<file path="config.mk">
export PLATFORM = sky130hd
export DESIGN_NAME = channel_busy_table_reserve_flat
export DESIGN_NICKNAME = d
export VERILOG_FILES = /design/src/hw/rtl/cbt_pkg.sv /design/src/hw/rtl/cbt_channels.sv /design/src/hw/rtl/channel_busy_table_reserve.sv /design/src/hw/rtl/cbt_front.sv /design/src/hw/rtl/cbt_queue.sv /design/src/hw/rtl/cbt_back.sv /design/src/flat_wrapper.sv
export VERILOG_INCLUDE_DIRS = /design/src /design/src/hw/rtl
export SDC_FILE = /design/constraint.sdc
export NUM_CORES = 2
export LEC_CHECK = 0
export BUFFER_PORTS_ARGS = -buffer_cell sky130_fd_sc_hd__buf_2
export CAP_MARGIN = 40
export CORE_ASPECT_RATIO = 0.9
export CORE_MARGIN = 3
export CORE_UTILIZATION = 65
export DETAILED_ROUTE_END_ITERATION = 12
export PLACE_DENSITY = 0.82
export SYNTH_ARGS = -nofsm -noshare
export SYNTH_HDL_FRONTEND = slang
export SYNTH_HIERARCHICAL = 1
export SYNTH_SLANG_ARGS = --single-unit
</file>
<file path="constraint.sdc">
create_clock -name clock -period 25.7 [get_ports clock]
set_clock_uncertainty 0.15 [all_clocks]
set_input_delay 5.14 -clock clock [delete_from_list [all_inputs] [get_ports clock]]
set_output_delay 5.14 -clock clock [all_outputs]
set_load 0.05 [all_outputs]
</file>
<file path="src/hw/rtl/channel_busy_table_reserve_assert.svh">
// Assertion macros for the channel busy table.
// Depends on nothing; taken in by the modules that assert.
`ifndef CHANNEL_BUSY_TABLE_RESERVE_ASSERT_SVH
`define CHANNEL_BUSY_TABLE_RESERVE_ASSERT_SVH

// Same-cycle implication, disabled during reset
`define CBT_ASSERT_NOW(label, clk, rst, ante, cons, msg) \
   label: assert property (@(posedge clk) disable iff (rst) (ante) |-> (cons)) \
      else $error(msg);

// Next-cycle implication, disabled during reset
`define CBT_ASSERT_NEXT(label, clk, rst, ante, cons, msg) \
   label: assert property (@(posedge clk) disable iff (rst) (ante) |=> (cons)) \
      else $error(msg);

`endif

</file>
<file path="src/hw/rtl/cbt_pkg.sv">
// Shared types and codes of the channel busy table.
// Depends on nothing.
package cbt_pkg;

   // Commands
   localparam logic [1:0] CMD_CHECK   = 2'd0;
   localparam logic [1:0] CMD_RESERVE = 2'd1;
   localparam logic [1:0] CMD_CLEAR   = 2'd2;
   localparam logic [1:0] CMD_UNUSED  = 2'd3;

   // Register indexes
   localparam logic [1:0] REG_BACKWARD = 2'd0;
   localparam logic [1:0] REG_QPC      = 2'd1;
   localparam logic [1:0] REG_CHANS    = 2'd2;
   localparam logic [1:0] REG_CORES    = 2'd3;

   typedef struct packed {
      logic       backward_mode;
      logic [6:0] qubits_per_core;
      logic [3:0] channels_in_use;
      logic [2:0] core_count;
   } cfg_type;

   // Classified item passed from front to back
   typedef struct packed {
      logic [1:0]      command;
      logic [31:0]     launch_cycle;
      logic [15:0]     duration_cycles;
      logic            is_inter_core;
      logic [1:0]      operand_count;
      logic [1:0][7:0] core;
   } item_type;

endpackage

</file>
<file path="src/hw/rtl/cbt_channels.sv">
// Channel interfaces of the channel busy table: request and response.
// Depends on nothing.
interface cbt_req_if;
   logic        valid;
   logic        ready;
   logic [1:0]  command;
   logic [31:0] launch_cycle;
   logic [15:0] duration_cycles;
   logic        is_inter_core;
   logic [1:0]  operand_count;
   logic [7:0]  qubit_first;
   logic [7:0]  qubit_second;

   modport source (output valid, command, launch_cycle, duration_cycles, is_inter_core,
                   operand_count, qubit_first, qubit_second, input ready);
   modport sink   (input valid, command, launch_cycle, duration_cycles, is_inter_core,
                   operand_count, qubit_first, qubit_second, output ready);
endinterface

interface cbt_rsp_if;
   logic valid;
   logic ready;
   logic is_available;
   logic reserve_failed;

   modport source (output valid, is_available, reserve_failed, input ready);
   modport sink   (input valid, is_available, reserve_failed, output ready);
endinterface

</file>
<file path="src/hw/rtl/channel_busy_table_reserve.sv">
// Top level of the channel busy table: configuration registers, front end,
// item queue and back end. Depends on cbt_pkg, cbt_channels and the submodules.
//
// Use: a scheduler sends request items on req (check, reserve or clear) and
// takes one response item per request on rsp (is_available, reserve_failed).
// Configuration sits behind the APB-style csr_ port: backward_mode at 0x0,
// qubits_per_core at 0x4, channels_in_use at 0x8, core_count at 0xC; write
// these only while no item is in flight.
// The front end accepts an item and runs a pair of two-bit-per-cycle restoring
// dividers for the operands' cores, then pushes the item into a two-entry
// queue; the back end pops it, handles an inter-core check or reserve one
// operand per cycle on the row search and update, and registers the response.
// The front end takes no new item until it has pushed the last one.
// Reset empties the queue, drops any response and fills the table with zero;
// registers return to 0, 8, 8, 1.
// When rsp stalls the response register holds; the queue keeps taking items
// until full, after which req.ready stays low.
module channel_busy_table_reserve #(
   parameter int MAX_CORES    = 4,
   parameter int MAX_CHANNELS = 8,
   parameter int MAX_OPERANDS = 2,
   parameter int CYCLE_BITS   = 32
) (
   input  logic        clock,
   input  logic        reset,
   cbt_req_if.sink     req,
   cbt_rsp_if.source   rsp,
   input  logic        csr_psel,
   input  logic        csr_penable,
   input  logic        csr_pwrite,
   input  logic [3:0]  csr_paddr,
   input  logic [31:0] csr_pwdata,
   output logic [31:0] csr_prdata,
   output logic        csr_pready
);
   import cbt_pkg::*;

   cfg_type  cfg_ff, cfg_in;
   logic     csr_wr;
   logic     push_valid, push_ready, pop_valid, pop_ready;
   item_type push_data, pop_data;

   assign csr_pready = 1'b1;
   assign csr_wr     = csr_psel && csr_penable && csr_pwrite;

   // Decode register writes
   always_comb begin
      cfg_in = cfg_ff;
      if (csr_wr) begin
         unique case (csr_paddr[3:2])
            REG_BACKWARD: cfg_in.backward_mode   = csr_pwdata[0];
            REG_QPC:      cfg_in.qubits_per_core = csr_pwdata[6:0];
            REG_CHANS:    cfg_in.channels_in_use = csr_pwdata[3:0];
            REG_CORES:    cfg_in.core_count      = csr_pwdata[2:0];
            default:      cfg_in = cfg_ff;
         endcase
      end
   end

   // Register read-back
   always_comb begin
      unique case (csr_paddr[3:2])
         REG_BACKWARD: csr_prdata = {31'd0, cfg_ff.backward_mode};
         REG_QPC:      csr_prdata = {25'd0, cfg_ff.qubits_per_core};
         REG_CHANS:    csr_prdata = {28'd0, cfg_ff.channels_in_use};
         REG_CORES:    csr_prdata = {29'd0, cfg_ff.core_count};
         default:      csr_prdata = 32'd0;
      endcase
   end

   always_ff @(posedge clock) begin
      if (reset) begin
         cfg_ff.backward_mode   <= 1'b0;
         cfg_ff.qubits_per_core <= 7'd8;
         cfg_ff.channels_in_use <= 4'd8;
         cfg_ff.core_count      <= 3'd1;
      end else begin
         cfg_ff <= cfg_in;
      end
   end

   cbt_front u_front (
      .clock      (clock),
      .reset      (reset),
      .cfg        (cfg_ff),
      .req        (req),
      .push_valid (push_valid),
      .push_ready (push_ready),
      .push_data  (push_data)
   );

   cbt_queue #(
      .DEPTH (2)
   ) u_queue (
      .clock      (clock),
      .reset      (reset),
      .push_valid (push_valid),
      .push_ready (push_ready),
      .push_data  (push_data),
      .pop_valid  (pop_valid),
      .pop_ready  (pop_ready),
      .pop_data   (pop_data)
   );

   cbt_back #(
      .MAX_CORES    (MAX_CORES),
      .MAX_CHANNELS (MAX_CHANNELS),
      .MAX_OPERANDS (MAX_OPERANDS),
      .CYCLE_BITS   (CYCLE_BITS)
   ) u_back (
      .clock     (clock),
      .reset     (reset),
      .cfg       (cfg_ff),
      .pop_valid (pop_valid),
      .pop_ready (pop_ready),
      .pop_data  (pop_data),
      .rsp       (rsp)
   );

endmodule

</file>
<file path="src/hw/rtl/cbt_front.sv">
// Front end: accepts request items and works out each operand's core.
// Depends on cbt_pkg and the request interface.
module cbt_front (
   input  logic              clock,
   input  logic              reset,
   input  cbt_pkg::cfg_type  cfg,
   cbt_req_if.sink           req,
   output logic              push_valid,
   input  logic              push_ready,
   output cbt_pkg::item_type push_data
);
   import cbt_pkg::*;

   typedef enum logic [2:0] {
      F_IDLE = 3'b001,
      F_DIV  = 3'b010,
      F_PUSH = 3'b100
   } front_state_type;

   front_state_type state_ff, state_in;
   logic [1:0]  step_ff, step_in;
   logic [1:0]  cmd_ff, cmd_in;
   logic [31:0] start_ff, start_in;
   logic [15:0] dur_ff, dur_in;
   logic        inter_ff, inter_in;
   logic [1:0]  cnt_ff, cnt_in;
   logic [1:0][7:0] dvd_ff, dvd_in;
   logic [1:0][7:0] quo_ff, quo_in;
   logic [1:0][6:0] rem_ff, rem_in;
   logic [6:0]  divisor;

   // One restoring divide step: returns quotient bit and new remainder
   function automatic logic [7:0] div_step(input logic [6:0] rem, input logic bit_in,
                                           input logic [6:0] d);
      logic [7:0] t;
      logic [7:0] r;
      t = {rem, bit_in};
      if (t >= {1'b0, d}) begin
         r = t - {1'b0, d};
         return {1'b1, r[6:0]};
      end
      return {1'b0, t[6:0]};
   endfunction

   assign divisor   = (cfg.qubits_per_core == 7'd0) ? 7'd1 : cfg.qubits_per_core;
   assign req.ready = (state_ff == F_IDLE);

   // Sequence accept, divide and push
   always_comb begin
      logic [7:0] s1;
      logic [7:0] s2;
      state_in = state_ff;
      step_in  = step_ff;
      cmd_in   = cmd_ff;
      start_in = start_ff;
      dur_in   = dur_ff;
      inter_in = inter_ff;
      cnt_in   = cnt_ff;
      dvd_in   = dvd_ff;
      quo_in   = quo_ff;
      rem_in   = rem_ff;
      s1 = 8'd0;
      s2 = 8'd0;
      unique case (state_ff)
         F_IDLE: begin
            if (req.valid) begin
               cmd_in    = req.command;
               start_in  = req.launch_cycle;
               dur_in    = req.duration_cycles;
               inter_in  = req.is_inter_core;
               cnt_in    = req.operand_count;
               dvd_in[0] = req.qubit_first;
               dvd_in[1] = req.qubit_second;
               rem_in    = '0;
               quo_in    = '0;
               step_in   = 2'd0;
               state_in  = F_DIV;
            end
         end
         F_DIV: begin
            // Two quotient bits per cycle for both operands
            for (int k = 0; k < 2; k++) begin
               s1 = div_step(rem_ff[k], dvd_ff[k][7], divisor);
               s2 = div_step(s1[6:0], dvd_ff[k][6], divisor);
               rem_in[k] = s2[6:0];
               quo_in[k] = {quo_ff[k][5:0], s1[7], s2[7]};
               dvd_in[k] = {dvd_ff[k][5:0], 2'b00};
            end
            step_in = step_ff + 2'd1;
            if (step_ff == 2'd3) begin
               state_in = F_PUSH;
            end
         end
         F_PUSH: begin
            if (push_ready) begin
               state_in = F_IDLE;
            end
         end
         default: state_in = F_IDLE;
      endcase
   end

   assign push_valid                = (state_ff == F_PUSH);
   assign push_data.command         = cmd_ff;
   assign push_data.launch_cycle    = start_ff;
   assign push_data.duration_cycles = dur_ff;
   assign push_data.is_inter_core   = inter_ff;
   assign push_data.operand_count   = cnt_ff;
   assign push_data.core            = quo_ff;

   always_ff @(posedge clock) begin
      if (reset) begin
         state_ff <= F_IDLE;
         step_ff  <= 2'd0;
      end else begin
         state_ff <= state_in;
         step_ff  <= step_in;
      end
      cmd_ff   <= cmd_in;
      start_ff <= start_in;
      dur_ff   <= dur_in;
      inter_ff <= inter_in;
      cnt_ff   <= cnt_in;
      dvd_ff   <= dvd_in;
      quo_ff   <= quo_in;
      rem_ff   <= rem_in;
   end

endmodule

</file>
<file path="src/hw/rtl/cbt_queue.sv">
// Short item queue between front and back end.
// Depends on cbt_pkg.
module cbt_queue #(
   parameter int DEPTH = 2
) (
   input  logic              clock,
   input  logic              reset,
   input  logic              push_valid,
   output logic              push_ready,
   input  cbt_pkg::item_type push_data,
   output logic              pop_valid,
   input  logic              pop_ready,
   output cbt_pkg::item_type pop_data
);
   import cbt_pkg::*;

   localparam int PW = (DEPTH > 1) ? $clog2(DEPTH) : 1;
   localparam int CW = $clog2(DEPTH + 1);

   item_type        slot_ff [DEPTH];
   logic [PW-1:0]   wr_ff, wr_in, rd_ff, rd_in;
   logic [CW-1:0]   cnt_ff, cnt_in;
   logic            do_push, do_pop;

   assign push_ready = (cnt_ff != CW'(DEPTH));
   assign pop_valid  = (cnt_ff != '0);
   assign pop_data   = slot_ff[rd_ff];
   assign do_push    = push_valid && push_ready;
   assign do_pop     = pop_valid && pop_ready;

   // Advance pointers and fill count
   always_comb begin
      wr_in  = wr_ff;
      rd_in  = rd_ff;
      cnt_in = cnt_ff;
      if (do_push) begin
         wr_in = (wr_ff == PW'(DEPTH - 1)) ? '0 : wr_ff + PW'(1);
      end
      if (do_pop) begin
         rd_in = (rd_ff == PW'(DEPTH - 1)) ? '0 : rd_ff + PW'(1);
      end
      if (do_push && !do_pop) begin
         cnt_in = cnt_ff + CW'(1);
      end else if (do_pop && !do_push) begin
         cnt_in = cnt_ff - CW'(1);
      end
   end

   always_ff @(posedge clock) begin
      if (reset) begin
         wr_ff  <= '0;
         rd_ff  <= '0;
         cnt_ff <= '0;
      end else begin
         wr_ff  <= wr_in;
         rd_ff  <= rd_in;
         cnt_ff <= cnt_in;
      end
      if (do_push) begin
         slot_ff[wr_ff] <= push_data;
      end
   end

endmodule

</file>
<file path="src/hw/rtl/cbt_back.sv">
// Back end: holds the boundary table, searches and reserves channels,
// and drives the response register. Depends on cbt_pkg, the response
// interface and the assertion macros.
`include "channel_busy_table_reserve_assert.svh"

module cbt_back #(
   parameter int MAX_CORES    = 4,
   parameter int MAX_CHANNELS = 8,
   parameter int MAX_OPERANDS = 2,
   parameter int CYCLE_BITS   = 32
) (
   input  logic              clock,
   input  logic              reset,
   input  cbt_pkg::cfg_type  cfg,
   input  logic              pop_valid,
   output logic              pop_ready,
   input  cbt_pkg::item_type pop_data,
   cbt_rsp_if.source         rsp
);
   import cbt_pkg::*;

   localparam int CORE_W = (MAX_CORES > 1) ? $clog2(MAX_CORES) : 1;
   localparam int CH_W   = (MAX_CHANNELS > 1) ? $clog2(MAX_CHANNELS) : 1;
   localparam int EW     = (CYCLE_BITS > 33) ? CYCLE_BITS : 33;
   localparam int OP_LIM = (MAX_OPERANDS < 2) ? MAX_OPERANDS : 2;

   typedef enum logic [1:0] {
      B_IDLE = 2'b01,
      B_OP   = 2'b10
   } back_state_type;

   back_state_type  state_ff, state_in;
   item_type        item_ff, item_in;
   logic            op_ff, op_in;
   logic            avail_ff, avail_in;
   logic            fail_ff, fail_in;
   logic            rsp_valid_ff, rsp_valid_in;
   logic            rsp_avail_ff, rsp_avail_in;
   logic            rsp_fail_ff, rsp_fail_in;
   logic [CYCLE_BITS-1:0] tbl_ff [MAX_CORES][MAX_CHANNELS];

   logic [1:0]        cnt_cap;
   logic [4:0]        core_lim;
   logic [5:0]        chan_lim;
   logic [7:0]        core_q;
   logic              core_ok;
   logic [CORE_W-1:0] core_idx;
   logic [EW-1:0]     start_x, end_x, new_x;
   logic [CYCLE_BITS-1:0] new_val;
   logic [MAX_CHANNELS-1:0] ch_free;
   logic              found;
   logic [CH_W-1:0]   ch_sel;
   logic              do_clear, do_write;
   logic              last_op;

   // Limits from configuration
   always_comb begin
      cnt_cap  = (item_ff.operand_count > 2'(OP_LIM)) ? 2'(OP_LIM) : item_ff.operand_count;
      core_lim = ({2'b00, cfg.core_count} > 5'(MAX_CORES)) ? 5'(MAX_CORES)
                                                            : {2'b00, cfg.core_count};
      chan_lim = ({2'b00, cfg.channels_in_use} > 6'(MAX_CHANNELS)) ? 6'(MAX_CHANNELS)
                                                                   : {2'b00, cfg.channels_in_use};
   end

   // Search the row of the current operand's core
   always_comb begin
      core_q   = item_ff.core[op_ff];
      core_ok  = ({3'b000, core_lim} > core_q);
      core_idx = core_q[CORE_W-1:0];
      start_x  = EW'(item_ff.launch_cycle);
      end_x    = EW'(item_ff.launch_cycle) + EW'(item_ff.duration_cycles);
      for (int c = 0; c < MAX_CHANNELS; c++) begin
         ch_free[c] = core_ok && (6'(c) < chan_lim) &&
                      (cfg.backward_mode ? (end_x <= EW'(tbl_ff[core_idx][c]))
                                         : (start_x >= EW'(tbl_ff[core_idx][c])));
      end
      found  = 1'b0;
      ch_sel = '0;
      for (int c = MAX_CHANNELS - 1; c >= 0; c--) begin
         if (ch_free[c]) begin
            found  = 1'b1;
            ch_sel = CH_W'(c);
         end
      end
      new_x   = cfg.backward_mode ? start_x : end_x;
      new_val = (new_x > EW'({CYCLE_BITS{1'b1}})) ? {CYCLE_BITS{1'b1}}
                                                  : new_x[CYCLE_BITS-1:0];
      last_op = op_ff || (cnt_cap == 2'd1);
   end

   assign pop_ready = (state_ff == B_IDLE) && !rsp_valid_ff;

   // Sequence items one operand per cycle
   always_comb begin
      state_in     = state_ff;
      item_in      = item_ff;
      op_in        = op_ff;
      avail_in     = avail_ff;
      fail_in      = fail_ff;
      rsp_valid_in = rsp_valid_ff && !rsp.ready;
      rsp_avail_in = rsp_avail_ff;
      rsp_fail_in  = rsp_fail_ff;
      do_clear     = 1'b0;
      do_write     = 1'b0;
      unique case (state_ff)
         B_IDLE: begin
            if (pop_valid && pop_ready) begin
               item_in = pop_data;
               case (pop_data.command)
                  CMD_CLEAR: begin
                     do_clear     = 1'b1;
                     rsp_valid_in = 1'b1;
                     rsp_avail_in = 1'b0;
                     rsp_fail_in  = 1'b0;
                  end
                  CMD_UNUSED: begin
                     rsp_valid_in = 1'b1;
                     rsp_avail_in = 1'b0;
                     rsp_fail_in  = 1'b0;
                  end
                  default: begin
                     if (!pop_data.is_inter_core || pop_data.operand_count == 2'd0 ||
                         OP_LIM == 0) begin
                        rsp_valid_in = 1'b1;
                        rsp_avail_in = 1'b1;
                        rsp_fail_in  = 1'b0;
                     end else begin
                        op_in    = 1'b0;
                        avail_in = 1'b1;
                        fail_in  = 1'b0;
                        state_in = B_OP;
                     end
                  end
               endcase
            end
         end
         B_OP: begin
            if (!found) begin
               avail_in = 1'b0;
               fail_in  = fail_ff || (item_ff.command == CMD_RESERVE);
            end else if (item_ff.command == CMD_RESERVE) begin
               do_write = 1'b1;
            end
            if (last_op) begin
               rsp_valid_in = 1'b1;
               rsp_avail_in = avail_in;
               rsp_fail_in  = fail_in;
               state_in     = B_IDLE;
            end else begin
               op_in = 1'b1;
            end
         end
         default: state_in = B_IDLE;
      endcase
   end

   assign rsp.valid          = rsp_valid_ff;
   assign rsp.is_available   = rsp_avail_ff;
   assign rsp.reserve_failed = rsp_fail_ff;

   always_ff @(posedge clock) begin
      if (reset) begin
         state_ff     <= B_IDLE;
         rsp_valid_ff <= 1'b0;
      end else begin
         state_ff     <= state_in;
         rsp_valid_ff <= rsp_valid_in;
      end
      item_ff      <= item_in;
      op_ff        <= op_in;
      avail_ff     <= avail_in;
      fail_ff      <= fail_in;
      rsp_avail_ff <= rsp_avail_in;
      rsp_fail_ff  <= rsp_fail_in;
   end

   // Boundary table: fill on reset or clear, update the chosen channel
   always_ff @(posedge clock) begin
      if (reset) begin
         for (int i = 0; i < MAX_CORES; i++) begin
            for (int c = 0; c < MAX_CHANNELS; c++) begin
               tbl_ff[i][c] <= '0;
            end
         end
      end else if (do_clear) begin
         for (int i = 0; i < MAX_CORES; i++) begin
            for (int c = 0; c < MAX_CHANNELS; c++) begin
               tbl_ff[i][c] <= cfg.backward_mode ? {CYCLE_BITS{1'b1}} : '0;
            end
         end
      end else if (do_write) begin
         tbl_ff[core_idx][ch_sel] <= new_val;
      end
   end

   `CBT_ASSERT_NOW(a_op_no_pending_rsp, clock, reset, state_ff == B_OP, !rsp_valid_ff,
      "operand work started while a response was pending")
   `CBT_ASSERT_NOW(a_fail_not_avail, clock, reset, rsp_valid_ff && rsp_fail_ff,
      !rsp_avail_ff, "failed reserve reported as available")
   `CBT_ASSERT_NOW(a_second_op_count, clock, reset, state_ff == B_OP && op_ff,
      cnt_cap == 2'd2, "second operand handled for a single-operand item")
   `CBT_ASSERT_NEXT(a_clear_fills, clock, reset, do_clear,
      tbl_ff[0][0] == ($past(cfg.backward_mode) ? {CYCLE_BITS{1'b1}} : '0),
      "table not filled by clear")

endmodule
</file>
<file path="src/flat_wrapper.sv">
// flat-port wrapper written by rule: the top's interface ports become plain ports
module channel_busy_table_reserve_flat import cbt_pkg::*;
#(
   parameter int MAX_CORES    = 4,
   parameter int MAX_CHANNELS = 8,
   parameter int MAX_OPERANDS = 2,
   parameter int CYCLE_BITS   = 32
)
  (clock, reset, csr_psel, csr_penable, csr_pwrite, csr_paddr, csr_pwdata, csr_prdata, csr_pready, req_valid, req_command, req_launch_cycle, req_duration_cycles, req_is_inter_core, req_operand_count, req_qubit_first, req_qubit_second, req_ready, rsp_valid, rsp_is_available, rsp_reserve_failed, rsp_ready);
  cbt_req_if req_i ();
  cbt_rsp_if rsp_i ();
  input  logic clock;
  input  logic reset;
  input  logic csr_psel;
  input  logic csr_penable;
  input  logic csr_pwrite;
  input  logic [3:0] csr_paddr;
  input  logic [31:0] csr_pwdata;
  output logic [31:0] csr_prdata;
  output logic csr_pready;
  input wire logic [$bits(req_i.valid)-1:0] req_valid;
  input wire logic [$bits(req_i.command)-1:0] req_command;
  input wire logic [$bits(req_i.launch_cycle)-1:0] req_launch_cycle;
  input wire logic [$bits(req_i.duration_cycles)-1:0] req_duration_cycles;
  input wire logic [$bits(req_i.is_inter_core)-1:0] req_is_inter_core;
  input wire logic [$bits(req_i.operand_count)-1:0] req_operand_count;
  input wire logic [$bits(req_i.qubit_first)-1:0] req_qubit_first;
  input wire logic [$bits(req_i.qubit_second)-1:0] req_qubit_second;
  output wire logic [$bits(req_i.ready)-1:0] req_ready;
  output wire logic [$bits(rsp_i.valid)-1:0] rsp_valid;
  output wire logic [$bits(rsp_i.is_available)-1:0] rsp_is_available;
  output wire logic [$bits(rsp_i.reserve_failed)-1:0] rsp_reserve_failed;
  input wire logic [$bits(rsp_i.ready)-1:0] rsp_ready;
  assign req_i.valid = req_valid;
  assign req_i.command = req_command;
  assign req_i.launch_cycle = req_launch_cycle;
  assign req_i.duration_cycles = req_duration_cycles;
  assign req_i.is_inter_core = req_is_inter_core;
  assign req_i.operand_count = req_operand_count;
  assign req_i.qubit_first = req_qubit_first;
  assign req_i.qubit_second = req_qubit_second;
  assign req_ready = req_i.ready;
  assign rsp_valid = rsp_i.valid;
  assign rsp_is_available = rsp_i.is_available;
  assign rsp_reserve_failed = rsp_i.reserve_failed;
  assign rsp_i.ready = rsp_ready;
  channel_busy_table_reserve #(.MAX_CORES(MAX_CORES), .MAX_CHANNELS(MAX_CHANNELS), .MAX_OPERANDS(MAX_OPERANDS), .CYCLE_BITS(CYCLE_BITS)) u_core (.clock(clock), .reset(reset), .req(req_i), .rsp(rsp_i), .csr_psel(csr_psel), .csr_penable(csr_penable), .csr_pwrite(csr_pwrite), .csr_paddr(csr_paddr), .csr_pwdata(csr_pwdata), .csr_prdata(csr_prdata), .csr_pready(csr_pready));
endmodule
</file>
==> metrics.txt <==
# TYPE chip_impl_metric gauge
chip_impl_info{name="run_status",value="complete, no violations"} 1
chip_impl_metric{name="reg2reg_setup_slack",unit="ns"} 14.97
chip_impl_metric{name="die_height",unit="µm"} 322
chip_impl_metric{name="clk_pin_slew_worst_paths",unit="ns"} 0.06
chip_impl_metric{name="final_antenna_net_count",unit=""} 0
chip_impl_metric{name="synth_cells",unit=""} 5632
chip_impl_metric{name="design.portCount",unit=""} 149
chip_impl_info{name="critical_path_sink_type",value="output port"} 1
chip_impl_metric{name="post-place-cells",unit=""} 6998
chip_impl_metric{name="wire_length_of_the_first_global_routing_pass",unit="µm"} 339000
chip_impl_metric{name="clock_insertion_delay_worst_skew",unit="ns"} 0.83
chip_impl_metric{name="hold_path_depth",unit=""} 0
chip_impl_metric{name="dieWidth",unit="µm"} 357
chip_impl_metric{name="number_of_synthesized_flops_with_an_enable_pin",unit=""} 1334
chip_impl_info{name="synth_flop_cell",value="sky130_fd_sc_hd__edfxtp_1"} 1
chip_impl_metric{name="place.port_buffers",unit=""} 95
chip_impl_metric{name="power.total",unit="mW"} 11.0
chip_impl_metric{name="fin_worst_hold_slack",unit="ns"} 0.286
chip_impl_info{name="timing.critical_path.cells",value="buf_2, nor2b_1, a22o_1, buf_2"} 1
chip_impl_metric{name="reg2reg_depth",unit=""} 22
chip_impl_metric{name="cts-htree-levels",unit=""} 4
chip_impl_info{name="synth.top_cells.by_area",value="sky130_fd_sc_hd__edfxtp_1 (56%), sky130_fd_sc_hd__ha_1 (9.7%), sky130_fd_sc_hd__mux4_2 (7.9%), sky130_fd_sc_hd__o21ai_0 (7.7%), sky130_fd_sc_hd__nand2_1 (1.7%)"} 1
chip_impl_metric{name="critical-path-max-stage-delay",unit="ns"} 0.60
chip_impl_metric{name="timing.critical_path.fanout_max",unit=""} 11
chip_impl_metric{name="yosysTopAreaCellShare",unit=""} 0.556
chip_impl_metric{name="gr-total-overflow",unit=""} 0
chip_impl_metric{name="synthesis.yosys.warnings",unit=""} 6
chip_impl_metric{name="gr-usage-met2",unit=""} 0.591
chip_impl_metric{name="coreArea",unit="mm²"} 0.110
chip_impl_metric{name="final_stage_net_count",unit=""} 6352
chip_impl_metric{name="post_cts_hold_buffer_count",unit=""} 0
chip_impl_info{name="cts_tree",value="built"} 1
chip_impl_metric{name="firstDrtPassIters",unit=""} 12
chip_impl_info{name="min_from",value="u_core/u_front/dur_ff[3]$_DFFE_PP_"} 1
chip_impl_metric{name="postRouteWirelength",unit="µm"} 233000
chip_impl_metric{name="vias",unit=""} 52900
chip_impl_metric{name="synth_cell_types",unit=""} 99
chip_impl_metric{name="setup_viol",unit=""} 0
chip_impl_metric{name="drv_slew",unit=""} 0
chip_impl_metric{name="routabilityCongestion",unit=""} 1.03
chip_impl_metric{name="drt_first_iter_violations",unit=""} 9417
chip_impl_metric{name="final-hold-violation-count",unit=""} 0
chip_impl_metric{name="total_of_cells_resized_after_clock_tree_synthesis",unit=""} 0
chip_impl_info{name="min-delay-path-class",value="reg2reg"} 1
chip_impl_info{name="most-common-layout-cells",value="sky130_fd_sc_hd__edfxtp_1 (1,334), sky130_fd_sc_hd__o21ai_0 (1,086), sky130_fd_sc_hd__ha_1 (560)"} 1
chip_impl_info{name="grt.busiest_layer",value="met2"} 1
chip_impl_metric{name="worstPathArrival",unit="ns"} 6.41
chip_impl_info{name="critical_path_class",value="in2out"} 1
chip_impl_info{name="r2r_start",value="u_core/u_back/item_ff[46]$_DFFE_PP_"} 1
chip_impl_info{name="hold-path-endpoint",value="u_core/u_queue/slot_ff[1][22]$_DFFE_PP_"} 1
chip_impl_info{name="cpMostUsedCell",value="sky130_fd_sc_hd__buf_2"} 1
chip_impl_metric{name="postPlaceCellArea",unit="mm²"} 0.0748
chip_impl_info{name="cts-root-buf",value="sky130_fd_sc_hd__clkbuf_16"} 1
chip_impl_metric{name="fmaxAchievable",unit="MHz"} 85.4
chip_impl_metric{name="wire_per_inst",unit="µm"} 32.1
chip_impl_metric{name="synth-seq-area-share",unit=""} 0.564
chip_impl_metric{name="power.density",unit="mW/mm²"} 139
chip_impl_metric{name="area.growth.synth_to_final",unit="%"} 9.77
chip_impl_metric{name="tns",unit="ns"} 0
chip_impl_metric{name="floorplan.die_area",unit="mm²"} 0.115
chip_impl_info{name="commonest_non_fill_non_tap_cell_in_the_layout",value="sky130_fd_sc_hd__edfxtp_1"} 1
chip_impl_info{name="rr_endpoint",value="u_core/u_back/tbl_ff[2][5]$_DFFE_PP_"} 1
chip_impl_metric{name="post-cts-setup-buffers",unit=""} 0
chip_impl_metric{name="worst-endpoint-required",unit="ns"} 20.41
chip_impl_metric{name="grt.total_usage",unit=""} 0.408
chip_impl_metric{name="route.detailed.drc",unit=""} 0
chip_impl_info{name="crit_slowest_cell",value="sky130_fd_sc_hd__nor2b_1"} 1
chip_impl_metric{name="vias_per_cell",unit=""} 7.29
chip_impl_metric{name="slew-limit-headroom",unit=""} 0.113
chip_impl_metric{name="power.static_leakage",unit="nW"} 29.8
chip_impl_metric{name="finalWorstPathRequiredPeriod",unit="ns"} 11.70
chip_impl_metric{name="postSynth.asyncResetShare",unit=""} 0
chip_impl_metric{name="syn_area",unit="mm²"} 0.0721
chip_impl_metric{name="rows",unit=""} 115
chip_impl_metric{name="synth.ff_latch_count",unit=""} 1362
chip_impl_metric{name="maximum_resistive_drop_on_vdd",unit="V"} 0.000118
chip_impl_info{name="worstSetupStartpointType",value="input port"} 1
chip_impl_metric{name="post-route-period-util",unit=""} 0.455
chip_impl_metric{name="cap_violations",unit=""} 0
chip_impl_metric{name="grt_max_degree",unit=""} 325
chip_impl_metric{name="final_layout_size_suffix_gt1_frac",unit=""} 0.153
chip_impl_metric{name="worst-slew-pin-transition",unit="ns"} 1.33
chip_impl_info{name="rsz_0062_raised_after_global_routing",value="no"} 1
chip_impl_metric{name="clock_sink_count",unit=""} 1362
chip_impl_metric{name="syn_area_per_cell",unit="µm²"} 12.8
chip_impl_metric{name="met3_resource_use_gr",unit=""} 0.139
chip_impl_metric{name="finish.instance_area",unit="mm²"} 0.0791
chip_impl_metric{name="antenna_found_initial",unit=""} 3
chip_impl_info{name="synth_top_cell_by_area",value="sky130_fd_sc_hd__edfxtp_1"} 1
chip_impl_metric{name="cts-buffers-inserted",unit=""} 134
chip_impl_metric{name="clock_tree_buf_depth",unit=""} 3
chip_impl_metric{name="met1_usage",unit=""} 0.534
chip_impl_metric{name="finalNonFillerCells",unit=""} 7249
chip_impl_metric{name="hpwlAfterDp",unit="µm"} 149000
chip_impl_metric{name="first_global_vias",unit=""} 51600
chip_impl_metric{name="initial_utilization",unit=""} 0.657
per-layer routing:
layer,wire length (µm),part of all wire
met4,17400,0.075
met2,99700,0.43
met3,36400,0.16
met1,79400,0.34
met5,0,0
metrics by stage:
| stage | setup WS, ns | utilization |
|---|---|---|
| after floorplan | 14.49 | - |
| after global placement | 14.04 | 0.679 |
| after detailed placement | 14.01 | 0.682 |
| after CTS | 14.00 | 0.721 |
| after global routing | 13.88 | 0.721 |
| final | 14.00 | 0.721 |
synth_stat cells, drive strengths merged, types with 14 or more instances:
| cell | number |
|---|---|
| a21oi | 203 |
| inv | 321 |
| nand2b | 49 |
| o22ai | 20 |
| o21ai | 1124 |
| nand4 | 90 |
| xor2 | 19 |
| a21o | 53 |
| a211oi | 39 |
| mux2 | 81 |
| a31oi | 19 |
| and2 | 21 |
| buf | 100 |
| o211ai | 28 |
| and3 | 22 |
| clkbuf | 287 |
| o41ai | 20 |
| o31ai | 61 |
| nand2 | 326 |
| nor2 | 126 |
| nand3 | 79 |
| a211o | 14 |
| edfxtp | 1334 |
| nor4 | 18 |
| o21a | 35 |
| mux2i | 23 |
| nor2b | 28 |
| ha | 560 |
| a2111oi | 19 |
| nor3 | 45 |
| mux4 | 255 |
| and4 | 14 |
| dfxtp | 28 |
| xnor2 | 16 |
worst max-delay path: cells and delay by family:
family	cells	cell delay (ns)
buffers and inverters	2	0.42
AOI/OAI and AO/OA	1	0.25
and+or+nand+nor	1	0.60
power breakdown:
| group | internal [mW] | total (mW) | switching, mW |
|---|---|---|---|
| clock | 1.09 | 1.97 | 0.872 |
| combinational | 2.06 | 6.16 | 4.10 |
| sequential | 2.77 | 2.87 | 0.103 |
cells by family (layout without fill, tap and decap cells):
family          after synthesis  in the layout  share of synthesized area
simple gates                859            859                     0.0585
other cells                   2             29                   0.000104
buf+inv                     708            836                     0.0400
fa+ha+maj                   565            565                     0.0986
compound gates             1742           1742                      0.139
mux                         359            359                     0.0961
flops                      1362           1362                      0.564
xor+xnor                     35             35                    0.00425
how the worst max path moves through the flow:
stage	depth (start not counted)	endpoint	slack (ns)	startpoint
final	4	csr_prdata[3]	14.00	csr_paddr[2]
after global routing	4	csr_prdata[3]	13.88	csr_paddr[2]
after CTS	4	csr_prdata[3]	14.00	csr_paddr[2]
after floorplan	1	csr_prdata[0]	14.49	csr_paddr[2]
after detailed placement	4	csr_prdata[3]	14.01	csr_paddr[2]
after global placement	4	csr_prdata[3]	14.04	csr_paddr[2]
cell type report:
type | instances | area, µm²
clock inverter | 77 | 796
antenna | 3 | 7.51
timing repair buffer | 270 | 2010
fill | 6966 | 30500
multi-input combinational | 3586 | 29100
inverter | 321 | 1210
sequential | 1362 | 40600
clock buffer | 168 | 3510
tap | 1462 | 1830
sequential cells by signal, summed over array words and instances, names as in the netlist, 3 cells and up, named ones only:
signal and count:
u_core/u_front/push_data 16, u_core/u_front/state_ff 3, u_core/u_queue/slot_ff 138, u_core/u_front/dvd_ff 16, u_core/cfg_ff 15, u_core/u_front/start_ff 32
u_core/u_back/tbl_ff 1024, u_core/u_front/rem_ff 14, u_core/u_back/item_ff 68, u_core/u_front/dur_ff 16
No activity file was read; power rests on OpenSTA's default activity.
